## src/sv/pca_pkg.sv

```systemverilog
package pca_pkg;

  localparam int MAX_CONSUMERS = 16;
  localparam int IDX_W = (MAX_CONSUMERS > 1) ? $clog2(MAX_CONSUMERS) : 1;
  localparam int CNT_W = $clog2(MAX_CONSUMERS + 1);
  // active draws plus baseline, before saturation
  localparam int SUM_W = $clog2((MAX_CONSUMERS + 1) * 65536);

  localparam int DRAW_W    = 16;
  localparam int CHARGE_W  = 48;
  localparam int RUNTIME_W = 22;
  localparam int MUL_W     = 32;
  // mah * pct * 60 and 100 * draw
  localparam int NUM_W = 29;
  localparam int DEN_W = 23;

  localparam logic [DRAW_W-1:0]    DRAW_MAX    = 16'hFFFF;
  localparam logic [NUM_W-1:0]     RUNTIME_MAX = 29'd4194303;
  localparam logic [DRAW_W-1:0]    BASELINE_RST    = 16'd40;
  localparam logic [DRAW_W-1:0]    MAX_ELAPSED_RST = 16'd10000;

  localparam logic [2:0] CMD_REGISTER   = 3'd0;
  localparam logic [2:0] CMD_SET_DRAW   = 3'd1;
  localparam logic [2:0] CMD_SET_ACTIVE = 3'd2;
  localparam logic [2:0] CMD_TICK       = 3'd3;
  localparam logic [2:0] CMD_RESET_CHG  = 3'd4;
  localparam logic [2:0] CMD_QUERY      = 3'd5;

  localparam logic [1:0] STATUS_OK        = 2'd0;
  localparam logic [1:0] STATUS_FULL      = 2'd1;
  localparam logic [1:0] STATUS_BAD_INDEX = 2'd2;

  localparam logic CFG_BASELINE    = 1'b0;
  localparam logic CFG_MAX_ELAPSED = 1'b1;

endpackage

```

## src/sv/pca_div.sv

```systemverilog
module pca_div (
  input  logic                        clk,
  input  logic                        rst_n,
  input  logic                        start,
  input  logic [pca_pkg::NUM_W-1:0]   num,
  input  logic [pca_pkg::DEN_W-1:0]   den,
  output logic                        done,
  output logic [pca_pkg::NUM_W-1:0]   quo
);

  localparam int NUM_W = pca_pkg::NUM_W;
  localparam int DEN_W = pca_pkg::DEN_W;
  localparam int STEP_W = $clog2(NUM_W + 1);

  logic                busy_r;
  logic                done_r;
  logic [STEP_W-1:0]   step_r;
  logic [DEN_W:0]      rem_r;
  logic [NUM_W-1:0]    quo_r;
  logic [DEN_W-1:0]    den_r;

  logic [DEN_W:0]      rem_sh;
  logic [DEN_W+1:0]    diff;

  // numerator shifts out of the top of quo_r while quotient bits enter below
  assign rem_sh = {rem_r[DEN_W-1:0], quo_r[NUM_W-1]};
  assign diff   = {1'b0, rem_sh} - {2'b00, den_r};

  always_ff @(posedge clk) begin
    if (!rst_n) begin
      busy_r <= 1'b0;
      done_r <= 1'b0;
      step_r <= '0;
    end else begin
      done_r <= 1'b0;
      if (start) begin
        busy_r <= 1'b1;
        step_r <= STEP_W'(NUM_W);
      end else if (busy_r) begin
        step_r <= step_r - 1'b1;
        if (step_r == STEP_W'(1)) begin
          busy_r <= 1'b0;
          done_r <= 1'b1;
        end
      end
    end
  end

  always_ff @(posedge clk) begin
    if (start) begin
      rem_r <= '0;
      quo_r <= num;
      den_r <= den;
    end else if (busy_r) begin
      if (!diff[DEN_W+1]) begin
        rem_r <= diff[DEN_W:0];
        quo_r <= {quo_r[NUM_W-2:0], 1'b1};
      end else begin
        rem_r <= rem_sh;
        quo_r <= {quo_r[NUM_W-2:0], 1'b0};
      end
    end
  end

  assign done = done_r;
  assign quo  = quo_r;

endmodule

```

## src/sv/power_consumption_accumulator.sv

```systemverilog
// power consumption accumulator
// input channel (in_valid/in_ready) takes one command per transfer: register a
// consumer, set its draw or active bit, tick (charge += total draw * clamped ms),
// clear the charge, or query the runtime estimate. every command gives exactly
// one result on the out_ channel with status, total draw, charge and counts.
// the cfg_ channel writes baseline_ma (index 0) and max_elapsed_ms (index 1);
// it is ready outside reset and should be written only while the block is idle.
// one command at a time: in_ready is high only when the sequencer is idle.
// path from accept to out_valid: execute, then a walk of the registered
// entries through the draw and active memories, one entry a cycle, with a
// wait for the last read to land; then done. a tick passes a multiply and an
// add state; a query passes a multiply state and, when mah, pct and total
// draw are all nonzero, the 29-step restoring divider. in_ready returns the
// cycle after the result is loaded.
// a finished result sits in the output register; the next command may be
// accepted while it waits, but its own result holds until out_ready frees it.
// reset (rst_n low, synchronous) empties the table, zeroes the charge and
// loads baseline 40 mA and a 10000 ms clamp; table entries need no clearing
// since only registered entries are ever summed.
module power_consumption_accumulator (
  input  logic        clk,
  input  logic        rst_n,
  input  logic        in_valid,
  output logic        in_ready,
  input  logic [2:0]  in_command,
  input  logic [3:0]  in_consumer_index,
  input  logic [15:0] in_draw_ma,
  input  logic        in_active_flag,
  input  logic [15:0] in_elapsed_ms,
  input  logic [15:0] in_battery_mah,
  input  logic [6:0]  in_battery_pct,
  output logic        out_valid,
  input  logic        out_ready,
  output logic [1:0]  out_status,
  output logic [3:0]  out_assigned_index,
  output logic [15:0] out_total_draw_ma,
  output logic [47:0] out_consumed_charge,
  output logic [21:0] out_runtime_min,
  output logic        out_runtime_valid,
  output logic [4:0]  out_powered_count,
  output logic [4:0]  out_consumer_count,
  input  logic        cfg_valid,
  output logic        cfg_ready,
  input  logic [0:0]  cfg_index,
  input  logic [15:0] cfg_data
);

  localparam int MAXC  = pca_pkg::MAX_CONSUMERS;
  localparam int IDX_W = pca_pkg::IDX_W;
  localparam int CNT_W = pca_pkg::CNT_W;
  localparam int SUM_W = pca_pkg::SUM_W;
  localparam int MUL_W = pca_pkg::MUL_W;
  localparam int NUM_W = pca_pkg::NUM_W;
  localparam int DEN_W = pca_pkg::DEN_W;
  localparam int CMP_W = 32;

  localparam logic [2:0] S_IDLE  = 3'd0;
  localparam logic [2:0] S_EXEC  = 3'd1;
  localparam logic [2:0] S_SCAN  = 3'd2;
  localparam logic [2:0] S_MUL   = 3'd3;
  localparam logic [2:0] S_ADD   = 3'd4;
  localparam logic [2:0] S_DIVST = 3'd5;
  localparam logic [2:0] S_DIV   = 3'd6;
  localparam logic [2:0] S_DONE  = 3'd7;

  logic [2:0]  state_r, state_nxt;

  // latched command
  logic [2:0]  cmd_r;
  logic [3:0]  idx_r;
  logic [15:0] draw_r;
  logic        act_r;
  logic [15:0] elapsed_r;
  logic [15:0] mah_r;
  logic [6:0]  pct_r;

  logic [CNT_W-1:0]    cnt_r;
  logic [47:0]         charge_r;
  logic [15:0]         baseline_r;
  logic [15:0]         max_el_r;

  logic [CNT_W-1:0]    scan_r;
  logic                rd_pend_r;
  logic [SUM_W-1:0]    sum_r;
  logic [CNT_W-1:0]    act_cnt_r;
  logic [15:0]         total_r;
  logic [1:0]          status_r;
  logic [3:0]          assigned_r;
  logic [MUL_W-1:0]    mul_r;
  logic [21:0]         runtime_r;
  logic                rt_valid_r;

  logic                out_valid_r;
  logic [1:0]          out_status_r;
  logic [3:0]          out_assigned_r;
  logic [15:0]         out_total_r;
  logic [47:0]         out_charge_r;
  logic [21:0]         out_runtime_r;
  logic                out_rt_valid_r;
  logic [4:0]          out_act_cnt_r;
  logic [4:0]          out_cnt_r;

  // state memories
  logic [15:0] draw_mem [MAXC];
  logic        act_mem  [MAXC];
  logic [15:0] draw_rd_r;
  logic        act_rd_r;

  logic             reg_ok, idx_ok;
  logic             draw_we, act_we, act_wdata;
  logic [IDX_W-1:0] wr_addr, rd_addr;
  logic             scan_end;
  logic [15:0]      ms_clamped;
  logic             query_ok;
  logic [48:0]      charge_sum;
  logic [NUM_W-1:0] mp_ext, div_num, div_quo;
  logic [DEN_W-1:0] tot_ext, div_den;
  logic             div_start, div_done;
  logic             out_load;

  assign reg_ok = CMP_W'(cnt_r) < CMP_W'(MAXC);
  assign idx_ok = CMP_W'(idx_r) < CMP_W'(cnt_r);

  assign draw_we = (state_r == S_EXEC) &&
                   (((cmd_r == pca_pkg::CMD_REGISTER) && reg_ok) ||
                    ((cmd_r == pca_pkg::CMD_SET_DRAW) && idx_ok));
  assign act_we = (state_r == S_EXEC) &&
                  (((cmd_r == pca_pkg::CMD_REGISTER) && reg_ok) ||
                   ((cmd_r == pca_pkg::CMD_SET_ACTIVE) && idx_ok));
  assign wr_addr = (cmd_r == pca_pkg::CMD_REGISTER) ? cnt_r[IDX_W-1:0] : IDX_W'(idx_r);
  // a new entry starts inactive
  assign act_wdata = (cmd_r == pca_pkg::CMD_REGISTER) ? 1'b0 : act_r;
  assign rd_addr = scan_r[IDX_W-1:0];

  always_ff @(posedge clk) begin
    if (draw_we) begin
      draw_mem[wr_addr] <= draw_r;
    end
    if (act_we) begin
      act_mem[wr_addr] <= act_wdata;
    end
    draw_rd_r <= draw_mem[rd_addr];
    act_rd_r  <= act_mem[rd_addr];
  end

  assign scan_end   = !rd_pend_r && (scan_r >= cnt_r);
  assign ms_clamped = (elapsed_r > max_el_r) ? max_el_r : elapsed_r;
  assign query_ok   = (mah_r != 16'd0) && (pct_r != 7'd0) && (total_r != 16'd0);
  assign charge_sum = {1'b0, charge_r} + 49'(mul_r);

  // times 60 by shift and subtract, times 100 by shift and add
  assign mp_ext  = NUM_W'(mul_r[22:0]);
  assign div_num = (mp_ext << 6) - (mp_ext << 2);
  assign tot_ext = DEN_W'(total_r);
  assign div_den = (tot_ext << 6) + (tot_ext << 5) + (tot_ext << 2);
  assign div_start = (state_r == S_DIVST);

  pca_div u_div (
    .clk   (clk),
    .rst_n (rst_n),
    .start (div_start),
    .num   (div_num),
    .den   (div_den),
    .done  (div_done),
    .quo   (div_quo)
  );

  assign out_load = (state_r == S_DONE) && (!out_valid_r || out_ready);

  always_comb begin
    state_nxt = state_r;
    case (state_r)
      S_IDLE: begin
        if (in_valid) state_nxt = S_EXEC;
      end
      S_EXEC: state_nxt = S_SCAN;
      S_SCAN: begin
        if (scan_end) begin
          if ((cmd_r == pca_pkg::CMD_TICK) || (cmd_r == pca_pkg::CMD_QUERY)) begin
            state_nxt = S_MUL;
          end else begin
            state_nxt = S_DONE;
          end
        end
      end
      S_MUL: begin
        if (cmd_r == pca_pkg::CMD_TICK) begin
          state_nxt = S_ADD;
        end else if (query_ok) begin
          state_nxt = S_DIVST;
        end else begin
          state_nxt = S_DONE;
        end
      end
      S_ADD:   state_nxt = S_DONE;
      S_DIVST: state_nxt = S_DIV;
      S_DIV: begin
        if (div_done) state_nxt = S_DONE;
      end
      S_DONE: begin
        if (out_load) state_nxt = S_IDLE;
      end
      default: state_nxt = S_IDLE;
    endcase
  end

  // control state
  always_ff @(posedge clk) begin
    if (!rst_n) begin
      state_r     <= S_IDLE;
      cnt_r       <= '0;
      charge_r    <= '0;
      baseline_r  <= pca_pkg::BASELINE_RST;
      max_el_r    <= pca_pkg::MAX_ELAPSED_RST;
      rd_pend_r   <= 1'b0;
      out_valid_r <= 1'b0;
    end else begin
      state_r <= state_nxt;
      if (cfg_valid) begin
        case (cfg_index)
          pca_pkg::CFG_BASELINE:    baseline_r <= cfg_data;
          pca_pkg::CFG_MAX_ELAPSED: max_el_r   <= cfg_data;
          default: ;
        endcase
      end
      if (state_r == S_EXEC) begin
        rd_pend_r <= 1'b0;
        if ((cmd_r == pca_pkg::CMD_REGISTER) && reg_ok) begin
          cnt_r <= cnt_r + 1'b1;
        end
        if (cmd_r == pca_pkg::CMD_RESET_CHG) begin
          charge_r <= '0;
        end
      end
      if (state_r == S_SCAN) begin
        rd_pend_r <= (scan_r < cnt_r);
      end
      if (state_r == S_ADD) begin
        charge_r <= charge_sum[48] ? '1 : charge_sum[47:0];
      end
      if (out_load) begin
        out_valid_r <= 1'b1;
      end else if (out_ready) begin
        out_valid_r <= 1'b0;
      end
    end
  end

  // datapath
  always_ff @(posedge clk) begin
    if ((state_r == S_IDLE) && in_valid) begin
      cmd_r     <= in_command;
      idx_r     <= in_consumer_index;
      draw_r    <= in_draw_ma;
      act_r     <= in_active_flag;
      elapsed_r <= in_elapsed_ms;
      mah_r     <= in_battery_mah;
      pct_r     <= in_battery_pct;
    end
    case (state_r)
      S_EXEC: begin
        status_r   <= pca_pkg::STATUS_OK;
        assigned_r <= '0;
        runtime_r  <= '0;
        rt_valid_r <= 1'b0;
        scan_r     <= '0;
        sum_r      <= SUM_W'(baseline_r);
        act_cnt_r  <= '0;
        case (cmd_r)
          pca_pkg::CMD_REGISTER: begin
            if (reg_ok) begin
              assigned_r <= 4'(cnt_r);
            end else begin
              status_r <= pca_pkg::STATUS_FULL;
            end
          end
          pca_pkg::CMD_SET_DRAW, pca_pkg::CMD_SET_ACTIVE: begin
            if (!idx_ok) status_r <= pca_pkg::STATUS_BAD_INDEX;
          end
          default: ;
        endcase
      end
      S_SCAN: begin
        // each read is issued, then summed in the cycle after
        if (rd_pend_r && act_rd_r) begin
          sum_r     <= sum_r + SUM_W'(draw_rd_r);
          act_cnt_r <= act_cnt_r + 1'b1;
        end
        if (scan_r < cnt_r) begin
          scan_r <= scan_r + 1'b1;
        end
        if (scan_end) begin
          total_r <= (sum_r > SUM_W'(pca_pkg::DRAW_MAX)) ? pca_pkg::DRAW_MAX : sum_r[15:0];
        end
      end
      S_MUL: begin
        if (cmd_r == pca_pkg::CMD_TICK) begin
          mul_r <= MUL_W'(total_r) * MUL_W'(ms_clamped);
        end else begin
          mul_r <= MUL_W'(mah_r) * MUL_W'(pct_r);
        end
      end
      S_DIV: begin
        if (div_done) begin
          runtime_r  <= (div_quo > pca_pkg::RUNTIME_MAX) ? pca_pkg::RUNTIME_MAX[21:0]
                                                           : div_quo[21:0];
          rt_valid_r <= 1'b1;
        end
      end
      default: ;
    endcase
    if (out_load) begin
      out_status_r   <= status_r;
      out_assigned_r <= assigned_r;
      out_total_r    <= total_r;
      out_charge_r   <= charge_r;
      out_runtime_r  <= runtime_r;
      out_rt_valid_r <= rt_valid_r;
      out_act_cnt_r  <= 5'(act_cnt_r);
      out_cnt_r      <= 5'(cnt_r);
    end
  end

  // nothing is taken while reset holds
  assign in_ready  = rst_n && (state_r == S_IDLE);
  assign cfg_ready = rst_n;

  assign out_valid           = out_valid_r;
  assign out_status          = out_status_r;
  assign out_assigned_index  = out_assigned_r;
  assign out_total_draw_ma   = out_total_r;
  assign out_consumed_charge = out_charge_r;
  assign out_runtime_min     = out_runtime_r;
  assign out_runtime_valid   = out_rt_valid_r;
  assign out_powered_count   = out_act_cnt_r;
  assign out_consumer_count  = out_cnt_r;

`ifndef SYNTH
  a_cnt_bound: assert property (@(posedge clk) disable iff (!rst_n)
    CMP_W'(cnt_r) <= CMP_W'(MAXC))
    else $error("consumer count above table size");

  a_accept_exec: assert property (@(posedge clk) disable iff (!rst_n)
    in_valid && in_ready |=> state_r == S_EXEC)
    else $error("accepted command did not start");

  a_load_from_done: assert property (@(posedge clk) disable iff (!rst_n)
    $rose(out_valid_r) |-> $past(state_r == S_DONE))
    else $error("result loaded outside the done state");

  a_rd_in_scan: assert property (@(posedge clk) disable iff (!rst_n)
    rd_pend_r |-> state_r == S_SCAN)
    else $error("table read pending outside the walk");

  a_div_in_div: assert property (@(posedge clk) disable iff (!rst_n)
    div_done |-> state_r == S_DIV)
    else $error("divider finished while not awaited");
`endif

endmodule

```

## config.mk

```make
export PLATFORM = sky130hd
export DESIGN_NAME = power_consumption_accumulator
export DESIGN_NICKNAME = d
export VERILOG_FILES = /design/src/sv/pca_pkg.sv /design/src/sv/pca_div.sv /design/src/sv/power_consumption_accumulator.sv
export SDC_FILE = /design/constraint.sdc
export NUM_CORES = 2
export LEC_CHECK = 0
export ABC_CLOCK_PERIOD_IN_PS = 9000
export BUFFER_PORTS_ARGS = -buffer_cell sky130_fd_sc_hd__buf_4
export CAP_MARGIN = 20
export CORE_MARGIN = 3
export CORE_UTILIZATION = 43
export DETAILED_ROUTE_END_ITERATION = 8
export SLEW_MARGIN = 30
export SYNTH_ARGS = -nofsm -noshare
export SYNTH_HDL_FRONTEND = slang
export SYNTH_SLANG_ARGS = --single-unit
```

## constraint.sdc

```tcl
create_clock -name clk -period 9 [get_ports clk]
set_clock_uncertainty 0.15 [all_clocks]
set_input_delay 0 -clock clk [delete_from_list [all_inputs] [get_ports clk]]
set_output_delay 0 -clock clk [all_outputs]
set_load 0.05 [all_outputs]
```

# After elaboration in Yosys (flattened, before gate mapping)
# Memory sizes are Yosys's and may differ from the RTL's. A register that Yosys moved wholly into a read port is not among the register bits.
# Cells that the tools add are included.
[word_totals]
regBits = 446
latchBits = 0
wordCells = 172
out_inout_bits = 106
input_bits = 85
mem_bits_ro = 0
mem_bits_rw = 272
n_memories = 2
[memory_table]
columns = ["name", "depth", "word_bits", "rd", "rd_clocked_by_memory_dff", "wr", "line", "text"]
rows = [
  ["draw_mem", 16, 16, 1, 1, 1, "power_consumption_accumulator.sv:104", "logic [15:0] draw_mem [MAXC];"],
  ["act_mem", 16, 1, 1, 1, 1, "power_consumption_accumulator.sv:105", "logic act_mem [MAXC];"],
]
[classes]
n_bitwise = 3
mux = 48
magnitude_cmp = 7
n_eq_ne = 19
mul = 2
div = 0
shift = 0
addsub = 10
n_reduce_logical = 42
[op_table]
columns = ["cell", "count"]
rows = [
  ["2-to-1 mux 48 bit", 4],
  ["2-to-1 mux 29 bit", 2],
  ["adder 48 x 32 -> 49 bit", 1],
  ["2-to-1 mux 23 bit", 2],
  ["2-to-1 mux 22 bit", 2],
  ["case mux 22 bit (2 select lines)", 1],
  ["case mux 21 bit (2 select lines)", 1],
  ["multiplier 16 x 16 -> 32 bit", 1],
  ["nonzero test 16 bit", 2],
  ["greater-than comparator 29 x 22 -> 1 bit, second input constant", 1],
  ["subtractor 29 x 25 -> 29 bit", 1],
  ["subtractor 24 x 23 -> 25 bit", 1],
  ["case mux 3 bit (8 select lines)", 1],
  ["adder 22 x 21 -> 23 bit", 1],
  ["adder 23 x 18 -> 23 bit", 1],
  ["multiplier 16 x 7 -> 23 bit", 1],
  ["adder 21 x 16 -> 21 bit", 1],
  ["greater-than comparator 21 x 16 -> 1 bit, second input constant", 1],
  ["2-to-1 mux 21 bit", 1],
  ["2-to-1 mux 5 bit", 4],
  ["case mux 5 bit (2 select lines)", 2],
  ["== test 3 bit, second input constant", 6],
  ["AND reduction 2 bit", 9],
  ["greater-than comparator 16 bit", 1],
  ["28 further kinds", 83],
]

# Depth between registers and ports, before layout
[depth]
depth_word = 6
mapped_depth = 34
depth_no_buf = 33

# By module
# From an unflattened synthesis, not the netlist that was laid out.
[unflattened]
cells_unflattened = 3888
area_unflattened_um2 = 45092.0
[by_module_without_submodules]
columns = ["module", "area_each_um2", "cells_each", "instances", "seq_area_each_um2"]
rows = [
  ["power_consumption_accumulator", 40752.8, 3501, 1, 18537.8],
  ["pca_div", 4339.2, 387, 1, 2162.1],
]

# Least setup slack after synthesis
# No wires, ideal clock.
[synth_timing]
path_type = "register to register"
start = "reg elapsed_r[1]"
end = "reg mul_r[30], data pin"
t_required_ps = 8584
setup_slack_ps = 1086
setup_time_ps = 266
stages_incl_launch_ff = 32
arrival_time_ps = 7498
period_less_slack_ps = 7914
n_path_buf = 2
path_cell_list = "edfxtp_1 -> ha_1 -> nor2b_1 -> o21a_1 -> o21a_1 -> o21bai_1 -> a21oi_1 -> o21ai_0 -> a31oi_1 -> buf_2 -> mux2i_1 -> clkbuf_1 -> nor2_1 -> fa_1 -> inv_1 -> fa_1 -> fa_1 -> fa_1 -> inv_1 -> fa_1 -> inv_1 -> fa_1 -> inv_1 -> ha_1 -> a21o_1 -> a2111oi_2 -> nor4_1 -> o41ai_4 -> o21ai_1 -> a221oi_2 -> xor2_1 -> nor2_1"
[synth_via]
elab_chain_cells = 3
[synth_rtl]
columns = ["element", "line", "text"]
rows = [
  ["from (decl)", "power_consumption_accumulator.sv:73", "logic [15:0] elapsed_r;"],
  ["from (signal assigned)", "power_consumption_accumulator.sv:256", "elapsed_r <= in_elapsed_ms;"],
  ["greater-than comparator 16 bit", "power_consumption_accumulator.sv:147", "assign ms_clamped = (elapsed_r > max_el_r) ? max_el_r : elapsed_r;"],
  ["2-to-1 mux 16 bit *", "power_consumption_accumulator.sv:147", ""],
  ["multiplier 16 x 16 -> 32 bit *", "power_consumption_accumulator.sv:298", "mul_r <= MUL_W'(total_r) * MUL_W'(ms_clamped);"],
  ["to (signal assigned)", "power_consumption_accumulator.sv:298", ""],
  ["to (signal assigned)", "power_consumption_accumulator.sv:300", "mul_r <= MUL_W'(mah_r) * MUL_W'(pct_r);"],
  ["to (decl)", "power_consumption_accumulator.sv:89", "logic [MUL_W-1:0] mul_r;"],
]
# Every way passes the cells marked *; elsewhere a longest branch is shown, timed or not.
# A chain may end at the register's enable or synchronous reset.

# Worst setup path in the final report
# Same ends and word-level chain as after synthesis.

==> key figures <==
Run status
  – Status: complete, no violations

Setup path
  – Worst path required time: 9.22 ns
  – Startpoint types: register
  – Crit path capture type: register
  – CP max FO: 16
  – Slowest-stage cell, CP: fa_1
  – Slowest cell delay on critical path: 0.56 ns
  – CP Data Arrival Time: 8.80 ns
  – Reg2Reg Setup Slack: 0.42 ns
  – Reg2reg path depth: 31
  – Crit path top cell by count: fa_1
  – CP Class: reg2reg

STA
  – Final worst path period share: 95.4%
  – Relative slew slack: 38.7%
  – RSZ-0062 raised after global routing: no
  – Max Slew Vio Count: 0
  – Worst-Margin Slew: 0.894 ns
  – Clock period minus worst slack: 8.58 ns
  – Setup-failing EPs final: 0
  – Fin. Hold Viols: 0
  – Setup TNS: 0 ns
  – Max Clk Rate: 117 MHz

Detailed routing
  – Per-cell routed wire length: 19.7 um
  – Vias: 30538
  – Routed WL: 113 mm
  – Final ANT Viol Nets: 0
  – Initial DRC Count: 2151
  – Drt drc: 0
  – Initial DRT Pass Iterations: 7
  – Routed vias/inst: 5.33

GRT
  – Number of global-route vias before repair: 30795
  – GRT Total Usage: 21.1%
  – First-pass GRT wire length: 177 mm
  – Antenna violations before repair: 4
  – Congestion Overflow GR: 0
  – Largest net degree at the start of global routing: 80

Cells and area
  – Commonest non-fill, non-tap cells in the layout: edfxtp_1, nand2_1, inv_1, ha_1, fa_1
  – Proportion of layout cells with a drive suffix above 1: 12.0%
  – Area growth, synth to finish: 16.9%
  – # fillers: 9039
  – Final nets: 4945
  – Most common cell after layout, fill and taps aside: edfxtp_1

Job
  – Max-Cap Viols: 0

Synthesis
  – Prevailing post-synth register cell: edfxtp_1
  – Syn avg cell area: 11.4 um^2
  – Register area share after synthesis: 46.0%
  – Synthesized flop and latch total: 733
  – Yosys warning count: 0
  – Post-Synthesis Cells: 3922
  – Async set or reset register ratio after synthesis: 0%
  – Mapped cell area: 44900 um^2
  – Number of flops mapped to enable cells by yosys: 596
  – Post-synth cell types: 86
  – Syn_nets: 4577

Die
  – Die width: 329 um
  – Site Rows: 117
  – Die H: 329 um
  – Area of the die: 108000 um^2
  – I/O Pins: 191
  – Core Region: 103000 um^2
  – Starting density of the core: 43.7%

Clock network
  – H-tree depth: 3
  – CTS tree: yes
  – Clock Sinks: 733
  – CTS Buffer Depth: 3
  – CTS Root Cell: clkbuf_16
  – Clk_lat worst skew: 0.68 ns
  – Clock transition at path regs: 0.06 ns
  – Number of buffers created by CTS: 81

Worst hold path
  – Worst Hold Path Cells: 4
  – Worst Hold Class: in2reg

Place
  – Detail Placement HPWL: 80.4 mm
  – IO buf count: 190
  – Gpl congestion: 0.884
## state kept, by name, indices dropped and copies added, names as in the netlist, 22 cells and up
name                 flops
runtime_r               22
charge_r                48
mul_r                   32
u_div.quo               29
out_runtime_min         22
u_div.rem_r             23
out_consumed_charge     48
draw_mem               256
## logic make-up after synthesis
kind of cell	synth area share (%)
mux	5.00
flops	46.0
xor+xnor	2.99
fa+ha+maj	20.5
simple gates	10.7
buf+inv	4.90
compound gates	9.83
## worst paths after layout
check	endpoint	startpoint
max	mul_r[30]$_SDFFCE_PN0P_	elapsed_r[1]$_DFFE_PP_
max reg2reg	mul_r[30]$_SDFFCE_PN0P_	elapsed_r[1]$_DFFE_PP_
min reg2reg	out_runtime_min[21]$_DFFE_PP_	runtime_r[21]$_SDFFCE_PN0P_
min	baseline_r[13]$_SDFFE_PN0P_	cfg_data[13]
## metal layers
| layer | up-vias | wire, um | global-route usage, % |
|---|---|---|---|
| met3 | 163 | 6050 | 3.15 |
| met5 | - | 13 | 0 |
| met1 | 15218 | 48900 | 28.6 |
| met2 | 789 | 55300 | 35.5 |
| li1 | 14366 | - | - |
| met4 | 2 | 2530 | 5.54 |
## timing repair
action	in CTS	in global routing
buffers inserted	0	0
hold buffers	183	0
endpoints found under the setup margin	0	10
endpoints found under the hold margin	142	0
resized for setup	0	3
## cell usage after synthesis, types with 16 or more instances
| library cell | instances | area share (%) |
|---|---|---|
| nand3_1 | 38 | 0.42 |
| xor2_1 | 59 | 1.2 |
| dfxtp_1 | 137 | 6.1 |
| a21oi_1 | 208 | 2.3 |
| ha_1 | 292 | 8.1 |
| clkbuf_1 | 127 | 1.1 |
| nand4_1 | 16 | 0.22 |
| fa_1 | 278 | 12 |
| mux2i_1 | 17 | 0.38 |
| a211oi_1 | 27 | 0.45 |
| nor2_1 | 259 | 2.2 |
| o21bai_1 | 18 | 0.30 |
| inv_1 | 429 | 3.6 |
| o21ai_0 | 173 | 1.9 |
| edfxtp_1 | 596 | 40 |
| nor2b_1 | 27 | 0.38 |
| nand2b_1 | 26 | 0.36 |
| o21a_1 | 42 | 0.70 |
| and3_1 | 20 | 0.28 |
| and2_1 | 83 | 1.2 |
| xnor2_1 | 94 | 1.8 |
| or3_1 | 25 | 0.35 |
| a21o_1 | 84 | 1.4 |
| nor3_1 | 42 | 0.47 |
| nand2_1 | 486 | 4.1 |
| a31oi_1 | 27 | 0.38 |
| mux4_2 | 85 | 4.3 |
## cell type report
cell class | count | area, um^2 | share of cell area [%]
diodes | 3 | 7.51 | 0.0143
clock inverters | 40 | 412 | 0.785
well taps | 1368 | 1710 | 3.26
clock buffers | 111 | 2240 | 4.27
inverters | 434 | 1630 | 3.11
multi-input cells | 2607 | 22100 | 42.1
repair buffers | 433 | 3710 | 7.07
flip-flops and latches | 733 | 20600 | 39.4
## through the flow
step	utilization [%]	setup WS (ns)	cells	area (um^2)	hold WS [ns]
final	51.1	0.417	5729	52400	0.0284
after CTS	51.1	0.114	5726	52400	0.00298
after floorplan	-	1.09	3922	44900	-0.0511
after global routing	51.1	0.0102	5728	52400	0.0485
after detailed placement	46.7	0.221	5392	47900	0.0294
after global placement	46.7	0.283	5392	47900	0.0280
## worst max-delay path: cells and delay by family, from the launching register on
| kind | cells | cell delay (ns) |
|---|---|---|
| adders and majority gates | 8 | 3.76 |
| xor gates and xnor gates | 1 | 0.16 |
| buffers and inverters | 6 | 0.80 |
| DFF | 1 | 0.39 |
| AOI/OAI and AO/OA | 11 | 2.42 |
| and+or+nand+nor | 4 | 0.40 |
| muxes | 1 | 0.20 |
Power is left out: the tool's default activity adds up to more than one toggle a clock period on the data nets, which glitch-free logic cannot reach.
